File: src/hw/rtl/mexp_pkg.sv
// ----------------------------------------------------------------------------
// Modular exponentiation package
// Shared constants and types for the modular exponentiation block.
// ----------------------------------------------------------------------------
package mexp_pkg;

  // Width of every port field; the modulus register is WIDTH bits wide.
  localparam int unsigned FIELD_W   = 32;
  // Default operand width of the datapath.
  localparam int unsigned WIDTH_DEF = 32;

  // Sequencer states.
  typedef enum logic [2:0] {
    S_IDLE,
    S_REDUCE,
    S_NEXT,
    S_MUL,
    S_SQR,
    S_OUT
  } mexp_state_e;

  // Operand selection for the shared multiply-reduce unit.
  typedef enum logic [1:0] {
    OP_REDUCE,
    OP_MUL,
    OP_SQR
  } mexp_op_e;

endpackage

File: src/hw/rtl/mexp_mulred.sv
// ----------------------------------------------------------------------------
// Bit-serial modular multiplier
// Interleaved shift-add multiply with reduction, one multiplier bit per cycle,
// most significant bit first. A zero modulus wraps at 2^WIDTH.
// ----------------------------------------------------------------------------
module mexp_mulred #(
  parameter int unsigned WIDTH = mexp_pkg::WIDTH_DEF
) (
  input  logic             clk_i,
  input  logic             rst_ni,
  input  logic             start_i,
  input  logic [WIDTH-1:0] mplier_i,
  input  logic [WIDTH-1:0] mcand_i,
  input  logic [WIDTH-1:0] modulus_i,
  output logic             done_o,
  output logic [WIDTH-1:0] result_o
);
  import mexp_pkg::*;

  localparam int unsigned CNT_W = $clog2(WIDTH + 1);

  logic             busy_q, busy_d;
  logic             done_q, done_d;
  logic [CNT_W-1:0] cnt_q, cnt_d;
  logic [WIDTH-1:0] mpl_q, mpl_d;
  logic [WIDTH-1:0] mcand_q, mcand_d;
  logic [WIDTH-1:0] r_q, r_d;

  logic [WIDTH+1:0] t_sum, n1, n2, c1, c2;
  logic [WIDTH-1:0] r_step;

  // One step: r = (2r + bit*mcand) mod n, with 2r + mcand below 3n.
  always_comb begin
    t_sum  = {1'b0, r_q, 1'b0} + {2'b00, (mpl_q[WIDTH-1] ? mcand_q : '0)};
    n1     = {2'b00, modulus_i};
    n2     = {1'b0, modulus_i, 1'b0};
    c1     = t_sum - n1;
    c2     = t_sum - n2;
    if (modulus_i == '0) begin
      r_step = t_sum[WIDTH-1:0];
    end else if (t_sum >= n2) begin
      r_step = c2[WIDTH-1:0];
    end else if (t_sum >= n1) begin
      r_step = c1[WIDTH-1:0];
    end else begin
      r_step = t_sum[WIDTH-1:0];
    end
  end

  always_comb begin
    busy_d  = busy_q;
    done_d  = 1'b0;
    cnt_d   = cnt_q;
    mpl_d   = mpl_q;
    mcand_d = mcand_q;
    r_d     = r_q;
    if (start_i) begin
      busy_d  = 1'b1;
      cnt_d   = CNT_W'(WIDTH);
      mpl_d   = mplier_i;
      mcand_d = mcand_i;
      r_d     = '0;
    end else if (busy_q) begin
      r_d   = r_step;
      mpl_d = {mpl_q[WIDTH-2:0], 1'b0};
      cnt_d = cnt_q - CNT_W'(1);
      if (cnt_q == CNT_W'(1)) begin
        busy_d = 1'b0;
        done_d = 1'b1;
      end
    end
  end

  always_ff @(posedge clk_i or negedge rst_ni) begin
    if (!rst_ni) begin
      busy_q <= 1'b0;
      done_q <= 1'b0;
      cnt_q  <= '0;
    end else begin
      busy_q <= busy_d;
      done_q <= done_d;
      cnt_q  <= cnt_d;
    end
  end

  always_ff @(posedge clk_i) begin
    mpl_q   <= mpl_d;
    mcand_q <= mcand_d;
    r_q     <= r_d;
  end

  assign done_o   = done_q;
  assign result_o = r_q;

  // The partial result stays reduced throughout a run.
  a_partial_reduced: assert property (@(posedge clk_i) disable iff (!rst_ni)
    busy_q && (modulus_i != '0) |-> r_q < modulus_i)
    else $error("partial result not reduced");

  a_done_idle: assert property (@(posedge clk_i) disable iff (!rst_ni)
    done_q |-> !busy_q)
    else $error("done raised while still busy");

  a_start_loads: assert property (@(posedge clk_i) disable iff (!rst_ni)
    start_i |=> busy_q && (cnt_q == CNT_W'(WIDTH)))
    else $error("start did not load the step counter");

endmodule

File: src/hw/rtl/modular_exponentiation_top.sv
// Sequence: the base is reduced first, then per exponent bit the block squares and,
//   when the bit is set, multiplies; the highest set bit skips its square.
// Throughput: one item at a time, paced by the shared bit-serial multiply-reduce
//   unit at one multiplier bit per cycle; a zero exponent goes straight to output.
// Reset: asynchronous active low; clears control and sets the modulus to 1.
// ----------------------------------------------------------------------------
// Modular exponentiation top level
// Right-to-left square-and-multiply over a configured modulus, using one
// bit-serial modular multiplier for base reduction, multiply and square.
// ----------------------------------------------------------------------------
module modular_exponentiation_top #(
  parameter int unsigned WIDTH = mexp_pkg::WIDTH_DEF
) (
  input  logic                         clk_i,
  input  logic                         rst_ni,
  input  logic                         cfg_we_i,
  input  logic [mexp_pkg::FIELD_W-1:0] cfg_wdata_i,
  input  logic                         in_valid_i,
  output logic                         in_stall_o,
  input  logic [mexp_pkg::FIELD_W-1:0] base_value_i,
  input  logic [mexp_pkg::FIELD_W-1:0] exponent_i,
  output logic                         out_valid_o,
  input  logic                         out_stall_i,
  output logic [mexp_pkg::FIELD_W-1:0] power_o
);
  import mexp_pkg::*;

  mexp_state_e      state_q, state_d;
  mexp_op_e         op_sel;
  logic [WIDTH-1:0] modulus_q;
  logic [WIDTH-1:0] acc_q, acc_d;
  logic [WIDTH-1:0] sq_q, sq_d;
  logic [WIDTH-1:0] exp_q, exp_d;
  logic             out_valid_q, out_valid_d;
  logic [WIDTH-1:0] power_q;
  logic             out_load;

  logic             mul_start;
  logic             mul_done;
  logic [WIDTH-1:0] mul_res;
  logic [WIDTH-1:0] mul_mplier;
  logic [WIDTH-1:0] mul_mcand;

  assign in_stall_o = (state_q != S_IDLE);

  always_comb begin
    state_d   = state_q;
    op_sel    = OP_SQR;
    mul_start = 1'b0;
    acc_d     = acc_q;
    sq_d      = sq_q;
    exp_d     = exp_q;
    out_load  = 1'b0;
    unique case (state_q)
      S_IDLE: begin
        if (in_valid_i) begin
          exp_d     = exponent_i[WIDTH-1:0];
          acc_d     = WIDTH'(1);
          op_sel    = OP_REDUCE;
          mul_start = 1'b1;
          state_d   = S_REDUCE;
        end
      end
      S_REDUCE: begin
        if (mul_done) begin
          sq_d    = mul_res;
          state_d = S_NEXT;
        end
      end
      S_NEXT: begin
        if (exp_q == '0) begin
          state_d = S_OUT;
        end else if (exp_q[0]) begin
          op_sel    = OP_MUL;
          mul_start = 1'b1;
          state_d   = S_MUL;
        end else begin
          op_sel    = OP_SQR;
          mul_start = 1'b1;
          state_d   = S_SQR;
        end
      end
      S_MUL: begin
        if (mul_done) begin
          acc_d = mul_res;
          // Skip the square when no higher exponent bit is left.
          if (exp_q[WIDTH-1:1] == '0) begin
            state_d = S_OUT;
          end else begin
            op_sel    = OP_SQR;
            mul_start = 1'b1;
            state_d   = S_SQR;
          end
        end
      end
      S_SQR: begin
        if (mul_done) begin
          sq_d    = mul_res;
          exp_d   = {1'b0, exp_q[WIDTH-1:1]};
          state_d = S_NEXT;
        end
      end
      S_OUT: begin
        // Hold until the output register is free.
        if (!out_valid_q || !out_stall_i) begin
          out_load = 1'b1;
          state_d  = S_IDLE;
        end
      end
      default: state_d = S_IDLE;
    endcase
  end

  always_comb begin
    unique case (op_sel)
      OP_REDUCE: begin
        mul_mplier = base_value_i[WIDTH-1:0];
        mul_mcand  = WIDTH'(1);
      end
      OP_MUL: begin
        mul_mplier = acc_q;
        mul_mcand  = sq_q;
      end
      OP_SQR: begin
        mul_mplier = sq_q;
        mul_mcand  = sq_q;
      end
      default: begin
        mul_mplier = sq_q;
        mul_mcand  = sq_q;
      end
    endcase
  end

  always_comb begin
    out_valid_d = out_valid_q;
    if (out_valid_q && !out_stall_i) begin
      out_valid_d = 1'b0;
    end
    if (out_load) begin
      out_valid_d = 1'b1;
    end
  end

  mexp_mulred #(
    .WIDTH(WIDTH)
  ) u_mulred (
    .clk_i     (clk_i),
    .rst_ni    (rst_ni),
    .start_i   (mul_start),
    .mplier_i  (mul_mplier),
    .mcand_i   (mul_mcand),
    .modulus_i (modulus_q),
    .done_o    (mul_done),
    .result_o  (mul_res)
  );

  always_ff @(posedge clk_i or negedge rst_ni) begin
    if (!rst_ni) begin
      state_q     <= S_IDLE;
      out_valid_q <= 1'b0;
      modulus_q   <= WIDTH'(1);
    end else begin
      state_q     <= state_d;
      out_valid_q <= out_valid_d;
      if (cfg_we_i) begin
        modulus_q <= cfg_wdata_i[WIDTH-1:0];
      end
    end
  end

  always_ff @(posedge clk_i) begin
    acc_q <= acc_d;
    sq_q  <= sq_d;
    exp_q <= exp_d;
    if (out_load) begin
      power_q <= acc_q;
    end
  end

  assign out_valid_o = out_valid_q;
  assign power_o     = FIELD_W'(power_q);

  a_accept_starts: assert property (@(posedge clk_i) disable iff (!rst_ni)
    in_valid_i && !in_stall_o |=> state_q == S_REDUCE)
    else $error("accepted beat did not start base reduction");

  a_done_when_waiting: assert property (@(posedge clk_i) disable iff (!rst_ni)
    mul_done |-> (state_q == S_REDUCE) || (state_q == S_MUL) || (state_q == S_SQR))
    else $error("multiplier finished outside a wait state");

  a_square_reduced: assert property (@(posedge clk_i) disable iff (!rst_ni)
    (state_q == S_NEXT) && (modulus_q != '0) |-> sq_q < modulus_q)
    else $error("square not reduced");

  a_out_wait: assert property (@(posedge clk_i) disable iff (!rst_ni)
    (state_q == S_OUT) && out_valid_q && out_stall_i |=> state_q == S_OUT)
    else $error("result dropped while output register busy");

endmodule
File: config.mk
export PLATFORM = sky130hd
export DESIGN_NAME = modular_exponentiation_top
export DESIGN_NICKNAME = d
export VERILOG_FILES = /design/src/hw/rtl/mexp_pkg.sv /design/src/hw/rtl/mexp_mulred.sv /design/src/hw/rtl/modular_exponentiation_top.sv
export SDC_FILE = /design/constraint.sdc
export NUM_CORES = 1
export LEC_CHECK = 0
export BUFFER_PORTS_ARGS = -buffer_cell sky130_fd_sc_hd__buf_2
export CORE_ASPECT_RATIO = 0.6
export CORE_MARGIN = 1
export CORE_UTILIZATION = 65
export DETAILED_ROUTE_END_ITERATION = 10
export PLACE_DENSITY = 0.86
export SYNTH_ARGS = -nofsm -noshare
export SYNTH_HDL_FRONTEND = slang
export SYNTH_HIERARCHICAL = 1
export SYNTH_SLANG_ARGS = --single-unit
File: constraint.sdc
create_clock -name clk_i -period 8.6 [get_ports clk_i]
set_input_delay 0.86 -clock clk_i [delete_from_list [all_inputs] [get_ports clk_i]]
set_output_delay 0.86 -clock clk_i [all_outputs]
set_load 0.02 [all_outputs]
Word-level counts from Yosys, hierarchy flattened
Cells that the tools add are included.

storage, ports and cells
  register bits = 268
  logic and storage cells = 92

cells by class
  reductions and logical operators = 19
  eq/ne operators = 12
  $lt $le $gt $ge = 2
  multiplexer cells = 42
  add/sub/neg operators = 4

operators with widths
  operator                                                count
  2-to-1 mux 32 bit                                       10
  one-hot mux 32 bit (2 select lines)                     3
  logical NOT 32 bit                                      2
  subtractor 32 bit                                       2
  adder 33 x 32 -> 34 bit                                 1
  >= comparator 34 x 32 -> 1 bit                          1
  >= comparator 34 x 33 -> 1 bit                          1
  logical NOT 31 bit                                      1
  2-to-1 mux 3 bit                                        6
  2-to-1 mux 1 bit                                        15
  one-hot mux 3 bit (5 select lines)                      1
  2-to-1 mux 6 bit                                        2
  nonzero test 2 bit                                      4
  equality test 3 x 2 -> 1 bit (second input constant)    2
  equality test 3 bit (second input constant)             2
  equality test 6 x 1 -> 1 bit (second input constant)    1
  2-to-1 mux 2 bit                                        3
  inequality test 2 x 1 -> 1 bit (second input constant)  3
  AND reduction 3 bit                                     2
  subtractor 6 x 1 -> 6 bit (second input constant)       1
  inequality test 2 bit (second input constant)           2
  one-hot mux 2 bit (2 select lines)                      1
  AND reduction 4 bit                                     1
  equality test 3 x 1 -> 1 bit (second input constant)    1
  10 further kinds                                        11

Depth between registers and ports, before layout
Gate-level depths: netlist of the first run.

  depth in word-level cells = 6
  depth in mapped cells = 26
  mapped depth without buffers = 23

Hierarchy
Netlist of the first run, hierarchy kept.

modules (own cells, without submodules)
  module                      area an instance (sq um)  cells an instance  times used  sequential area each (sq um)
  mexp_mulred                 9550.4                    1112               1           2762.6
  modular_exponentiation_top  6866.6                    467                1           4745.8

Least setup slack after synthesis of the first run
OpenSTA, ideal clock, no wires.

  path kind = register -> register
  start = register u_mulred.mpl_q[31]
  end = register u_mulred.r_q[26], in the netlist u_mulred/result_o[26]
  arrival = 5077 ps
  path slack = 3406 ps
  path buffers = 2
  clock period less this slack = 5194 ps
  library setup time = 117 ps
  stages on the path, launching flop included = 24
  data required time = 8483 ps
  cells stage by stage = edfxtp_1 -> clkbuf_1 -> and2_1 -> ha_1 -> nand3_1 -> nor4_1 -> o21ai_1 -> a21oi_1 -> nor2_1 -> o211ai_1 -> a21oi_1 -> o311ai_0 -> ha_1 -> nand2_1 -> nor4_2 -> and2_1 -> a221o_1 -> a2111oi_0 -> a21oi_1 -> or2_1 -> buf_2 -> nor3_1 -> o21ai_1 -> a32o_1

between the ends
  word-level cells in the longest chain between the ends = 6

RTL lines
  what                                                                        RTL line                              text
  start: declaration                                                          mexp_mulred.sv:25                     logic [WIDTH-1:0] mpl_q, mpl_d;
  start signal: assignment                                                    mexp_mulred.sv:87                     mpl_q <= mpl_d;
  2-to-1 mux 32 bit *                                                         mexp_mulred.sv:34                     t_sum = {1'b0, r_q, 1'b0} + {2'b00, (mpl_q[WIDTH-1] ? mcand_q : '0)};
  adder 33 x 32 -> 34 bit *                                                   mexp_mulred.sv:34
  subtractor 32 bit / >= comparator 34 x 32 -> 1 bit (equally long branches)  mexp_mulred.sv:37, mexp_mulred.sv:43
  2-to-1 mux 32 bit                                                           mexp_mulred.sv:43                     end else if (t_sum >= n1) begin
  2-to-1 mux 32 bit                                                           mexp_mulred.sv:41                     end else if (t_sum >= n2) begin
  2-to-1 mux 32 bit *                                                         mexp_mulred.sv:39                     if (modulus_i == '0) begin
  end signal: assignment                                                      mexp_mulred.sv:89                     r_q <= r_d;
  end: declaration                                                            mexp_mulred.sv:27                     logic [WIDTH-1:0] r_q, r_d;

Every way passes the cells marked *; elsewhere a longest branch is shown, timed or not.
A chain may end at the register's enable or synchronous reset.

Worst setup path after layout of the first run
  start = register u_mulred.mpl_q[31]
  end = register u_mulred.r_q[0], in the netlist u_mulred/result_o[0]

The elaborated chain is that of the path after synthesis.

==> results.txt, run 1 <==
Status = complete, no violations
Layout area overhead = 9.717%
Post-CTS Setup Bufs = 0
Later-pin clock latency in the skew report = 540 ps
Diode count = 0
Final Max Slew Viols = 0
Top FF cell, synth = edfxtp_1
H-Tree Depth = 1
Yosys top cell by area = edfxtp_1
Reg2Reg Depth = 21
Post-Place Cell Area = 0.01723 mm2
Critical Path Most Common Cell = a21oi_1
Drt pass-1 iters = 6
Max-cap violations = 0
Register area share after synthesis = 45.74%
GPL Wtd Cong = 1.006
Slowest cell delay on critical path = 730 ps
Setup Crit Path Kind = reg2reg
Clk sink count = 268
Slew HR = 15.86%
Vias = 13180
Port buffer count = 134
Syn Area/Cell = 10.40 um2
# rows = 44
Global Route Usage Sum = 33.53%
CTS clock-pin slew for the worst setup and hold paths = 70 ps
Fin nets = 1875
Critical path fanouts, max = 32
Final setup violation count = 0
Hold depth = 0
Synth Instances = 1579
Finished Cell Area = 0.01801 mm2
Die W = 207.2 um
First-pass GRT wire length = 68570 um
Clock Skews = 10.41 ps
Top cells by area, synth = edfxtp_1 35%, ha_1 7.4%, dfrtp_1 6.6%
Worst setup EP type = flop
Hold buffer count at cts = 0
Ys Warns = 6
Fillcell total = 1740
Initial core utilization = 67.01%
Dpl hpwl = 32350 um
Synth Register Bits = 268
Critical path depth in cells = 21
Post-synth cell types = 87
Global route overflow = 0
Core area = 0.02450 mm2
Post-CTS sizing = 0
Crit path cell chain = and2_1 -> ha_1 -> o211ai_1 -> o21ai_1 -> o21ai_1 -> a21oi_1 -> nor2_1 -> o211ai_1 -> a21oi_1 -> o311ai_0 -> ha_1 -> nand2_1 -> nor4_2 -> and2_1 -> a221o_1 -> a2111oi_0 -> a21oi_1 -> nor2_2 -> nand3_2 -> mux2_1 -> a211oi_2
Synthesized cell area = 0.01642 mm2
Pin count of the biggest net entering global routing = 68
WL per Instance = 21.62 um
Slowest cell on crit path = o311ai_0
CP delay by family, top = compound AO/OA/AOI/OAI gates
Data required, critical path = 9060 ps
Fin crit period = 7319 ps
Die span in y = 125.1 um
Die area = 0.02592 mm2
Vias/cell = 6.542
Final hold violations = 0
Starting DRT DRC Count = 1759
Async set-reset flop share out of synthesis = 16.42%
CTS root buf = clkbuf_16
Routed wire length = 43540 um
Number of global-route vias before repair = 12510
Startpoint Class = flop
Minimum hold slack = 452.7 ps
CTS buffer count = 24
# IOs = 135
Synth top area share = 35.12%
RSZ-0062 raised after global routing = false
Share of layout cells above drive strength 1 = 17.73%
Period utilization = 85.10%
Total Neg Setup Slack = 0 ps
Fmax = 0.1366 GHz
Longest Clk Path Bufs = 3
Crit path DAT = 7780 ps
Slew @ Worst Pin = 1262 ps
Buf/Inv on CP = 0
Fin util = 73.52%
Syn nets = 1780
Drt drc = 0
CTS tree = done
Post-synth EDFFs = 192
Initial antenna violation count = 0
Final ANT Viol Nets = 0
Worst hold path class = reg2reg
through the flow:
step | setup slack, ps | std cells
2_1_floorplan | 3406 | 1579
3_3_place_gp | 1866 | 1970
3_5_place_dp | 1693 | 1970
4_1_cts | 1615 | 2014
5_1_grt | 805.1 | 2014
6_report | 1281 | 2014
metal layers:
| metal | up-vias | track usage (%) | wire length (um) |
|---|---|---|---|
| li1 | 6055 | - | - |
| met1 | 6375 | 49.34 | 19450 |
| met2 | 673 | 50.93 | 18940 |
| met3 | 73 | 7.460 | 4326 |
| met4 | 0 | 7.287 | 825 |
| met5 | - | 0 | 0 |
flip-flops by register name, summed over array words and instances, names as in the netlist, 3 cells and up:
register / count
u_mulred/mcand_q: 32
power_o: 32
modulus_q: 32
state_q: 3
u_mulred/result_o: 32
exp_q: 32
sq_q: 32
u_mulred/mpl_q: 32
u_mulred/cnt_q: 6
acc_q: 32
worst reg2reg max path: stages (launching register included):
cell and delay [ps]:
edfxtp_1 720, and2_1 300, ha_1 360, o211ai_1 120, o21ai_1 350, o21ai_1 150, a21oi_1 450, nor2_1 150
o211ai_1 300, a21oi_1 150, o311ai_0 730, ha_1 430, nand2_1 140, nor4_2 90, and2_1 200, a221o_1 320
a2111oi_0 390, a21oi_1 210, nor2_2 550, nand3_2 450, mux2_1 460, a211oi_2 210
cell type report:
class,instances,area [um2],area share [%]
Clock inverter,18,176.4,0.9794
Sequential cell,268,7508,41.69
Multi-Input combinational cell,1178,8349,46.35
Clock buffer,26,608.1,3.376
Tap cell,322,402.9,2.237
Inverter,57,214.0,1.188
Timing Repair Buffer,145,753.2,4.182
path summary, 6_finish.rpt:
kind | from | endpoint | slack (ps)
worst max-delay path | u_mulred/mpl_q[31] | u_mulred/result_o[0] | 1280
min in group asynchronous | rst_ni | u_mulred/done_o | 520
worst min register to register | acc_q[8] | power_o[8] | 450
worst max register to register | u_mulred/mpl_q[31] | u_mulred/result_o[0] | 1280
worst min-delay path | acc_q[8] | power_o[8] | 450
max in group asynchronous | rst_ni | modulus_q[21] | 7420
cells by family (layout without fill, tap and decap cells):
group	Yosys count	count (layout)	synth area share, %
multiplexers	99	99	6.760
adder cells (fa/ha/maj)	100	100	7.759
flip-flops	268	268	45.74
AND/OR/NAND/NOR	512	512	15.69
AO/OA/AOI/OAI	386	386	16.01
XOR/XNOR	81	81	4.321
buffers and inverters	133	246	3.727
cells in the mapped netlist (all sizes together) (4+ instances only):
cell and count:
a22oi 36, nand4 15, nor3 35, buf 33
dfxtp 32, clkbuf 43, nor4 21, o22ai 6
o21ai 75, or3 4, o21a 10, and2 41
nand2b 15, a31oi 6, dfrtp 43, inv 57
a211oi 25, nor2 98, nand3 30, o221ai 9
a21boi 7, or2 6, a221oi 9, o21bai 8
nor2b 40, nand2 150, mux2 95, o2bb2ai 4
a311oi 4, o31ai 7, edfxtp 192, ha 97
and3 44, o211ai 11, o31a 5, xnor2 58
a21o 35, xor2 23, a21oi 95, mux2i 4
placed cells by master (no fill, tap or decap), drive strengths merged, types with 5 or more instances in the layout:
cell / n
edfxtp: 192
nand2: 150
buf: 145
nor2: 98
ha: 97
a21oi: 95
mux2: 95
o21ai: 75
xnor2: 58
inv: 57
and3: 44
dfrtp: 43
and2: 41
nor2b: 40
a22oi: 36
nor3: 35
a21o: 35
dfxtp: 32
nand3: 30
clkbuf: 26
a211oi: 25
xor2: 23
nor4: 21
nand4: 15
nand2b: 15
clkinv: 13
o211ai: 11
o21a: 10
o221ai: 9
a221oi: 9
o21bai: 8
a21boi: 7
o31ai: 7
a31oi: 6
or2: 6
o22ai: 6
o31a: 5
Power of run 1 is left out: the tool's default activity adds up to more than one toggle a clock period on the data nets, which glitch-free logic cannot reach.
==> run 2: changes to the inputs <==
CORE_UTILIZATION = 55   (was 65)
PLACE_DENSITY = 0.77   (was 0.86)
clock period = 6.6 ns   (was 8.6 ns; I/O delays follow)
==> run 2 against run 1 <==
Net effect:
- worst setup slack got worse by 860 ps
- cell count is 5.0% higher
- count of clock-buffer cells in the layout is 8 higher
- hold slack got worse by 170 ps
- flip-flop and latch count unchanged
- clock skew increased by 4.2 ps
- via count fell by 1.7%
==> results.txt, run 2 (synthesized netlist as in run 1, its figures left out) <==
Die W = 225.0 um (+8.6%)
Crit path DAT = 6580 ps (-1200 ps)
Starting DRT DRC Count = 1335 (-24%)
Critical path fanouts, max = 12 (-63%)
Slew HR = 23.57% (+7.7 points)
Global Route Usage Sum = 28.79% (-4.7 points)
Finished Cell Area = 0.01837 mm2 (+2.0%)
Die area = 0.03057 mm2 (+18%)
Initial core utilization = 56.48% (-11 points)
RSZ-0062 raised after global routing = false
Later-pin clock latency in the skew report = 560 ps (+20 ps)
Share of layout cells above drive strength 1 = 19.31% (+1.6 points)
Final Max Slew Viols = 0 (unchanged)
CTS buffer count = 26 (+8.3%)
Hold buffer count at cts = 0 (unchanged)
Routed wire length = 43990 um (+1.0%)
Clock Skews = 14.57 ps (+4.159 ps)
Number of global-route vias before repair = 12150 (-2.9%)
CTS tree = done
Final ANT Viol Nets = 0 (unchanged)
Post-Place Cell Area = 0.01745 mm2 (+1.3%)
Fin nets = 1895 (+1.1%)
Drt drc = 0 (unchanged)
# rows = 48 (+9.1%)
Worst setup EP type = flop
Port buffer count = 134 (unchanged)
WL per Instance = 20.81 um (-3.7%)
Global route overflow = 0 (unchanged)
Layout area overhead = 11.90%
Flop-to-flop setup slack = 420 ps (-860 ps)
Fin crit period = 6181 ps (-1138 ps)
# IOs = 135 (unchanged)
CTS root buf = clkbuf_16
Most frequent cells in the layout = 192 x edfxtp_1, 150 x nand2_1, 134 x buf_2, 97 x ha_1, 95 x nor2_1
Status = complete, no violations
Data required, critical path = 7000 ps (-2060 ps)
Most common cell after layout, fill and taps aside = edfxtp_1
Final hold violations = 0 (unchanged)
Die span in y = 135.8 um (+8.6%)
Initial antenna violation count = 0 (unchanged)
CTS clock-pin slew for the worst setup and hold paths = 70 ps (about the same)
Drt pass-1 iters = 6 (unchanged)
GPL Wtd Cong = 0.9623 (-4.4%)
Fillcell total = 2388 (+37%)
Period utilization = 93.65% (+8.5 points)
Setup Crit Path Kind = reg2reg
Vias/cell = 6.126 (-6.4%)
Pin count of the biggest net entering global routing = 68 (unchanged)
Fmax = 0.1618 GHz (+18%)
Core area = 0.02907 mm2 (+19%)
Dpl hpwl = 33410 um (+3.3%)
Longest Clk Path Bufs = 3 (unchanged)
Clk sink count = 268 (unchanged)
Total Neg Setup Slack = 0 ps (unchanged)
Slew @ Worst Pin = 1142 ps (-119.9 ps)
Vias = 12950 (-1.7%)
First-pass GRT wire length = 68210 um (-0.52%)
Worst hold path class = in2async
Diode count = 0 (unchanged)
Final setup violation count = 0 (unchanged)
Startpoint Class = flop
H-Tree Depth = 1 (unchanged)
Fin util = 63.20% (-10 points)
Max-cap violations = 0 (unchanged)
[run 2: changes by cell type in the layout (fill, tap and decap cells not counted), sizes merged]
cell,before,now
clkinvlp,2,3
clkbuf,26,34
inv,57,58
clkinv,13,7
buf,145,163
[run 2: worst max-delay path: stages (launching register included)]
cell and delay [ps]:
edfxtp_1 460, and2_1 160, ha_1 200, inv_1 60, fa_1 400, nand2b_1 180, a21oi_1 250, o22ai_2 160
o211ai_1 310, nand3_2 250, o31ai_2 310, nor3_1 90, xnor2_1 310, ha_1 340, and4_1 290, and2_1 210
a221o_1 340, a2111oi_2 350, a21oi_2 150, or2_2 450, and2_1 330, a221oi_2 280, a211oi_1 110
[run 2: path summary, 6_finish.rpt]
| path | cells past startpoint | end | startpoint |
|---|---|---|---|
| setup / recovery | 22 | u_mulred/result_o[28] | u_mulred/mpl_q[31] |
| hold / removal | 1 | u_mulred/cnt_q[5] | rst_ni |
| setup reg to reg | 22 | u_mulred/result_o[28] | u_mulred/mpl_q[31] |
| hold reg to reg | 0 | power_o[14] | acc_q[14] |
| max in group asynchronous | 1 | modulus_q[25] | rst_ni |
| min in group clk_i | 2 | modulus_q[19] | cfg_wdata_i[19] |
[run 2: repair_timing]
action                     4_1_cts  5_1_grt
resized for setup                0       13
buffers inserted                 0        2
hold endpoints to repair         0        0
setup endpoints to repair        0       32
[run 2: layer usage]
| layer | track usage, % | up-vias | wire (um) |
|---|---|---|---|
| li1 | - | 6105 | - |
| met1 | 44.01 | 6269 | 21060 |
| met2 | 42.47 | 515 | 18490 |
| met3 | 5.490 | 61 | 3708 |
| met4 | 5.215 | 0 | 741 |
| met5 | 0 | - | 0 |
[run 2: area by class of cell]
class / instances / area, um2 / area share (%)
tap: 400 / 500.5 / 2.724
clock inverter: 14 / 160.2 / 0.8718
timing repair buffer: 163 / 900.9 / 4.904
clock buffer: 34 / 680.7 / 3.705
inverter: 57 / 214.0 / 1.165
multi-input combinational: 1178 / 8406 / 45.76
sequential: 268 / 7508 / 40.87
[run 2: metrics by stage]
stage / hold WS [ps] / worst slack, ps / std cells
2_1_floorplan: 364.4 / 1406 / 1579
3_3_place_gp: 432.9 / 439.4 / 2064
3_5_place_dp: 445.0 / 201.0 / 2064
4_1_cts: 299.1 / 140.0 / 2112
5_1_grt: 311.2 / 39.35 / 2114
6_report: 283.8 / 419.2 / 2114
Power of run 2 is left out for the same reason.
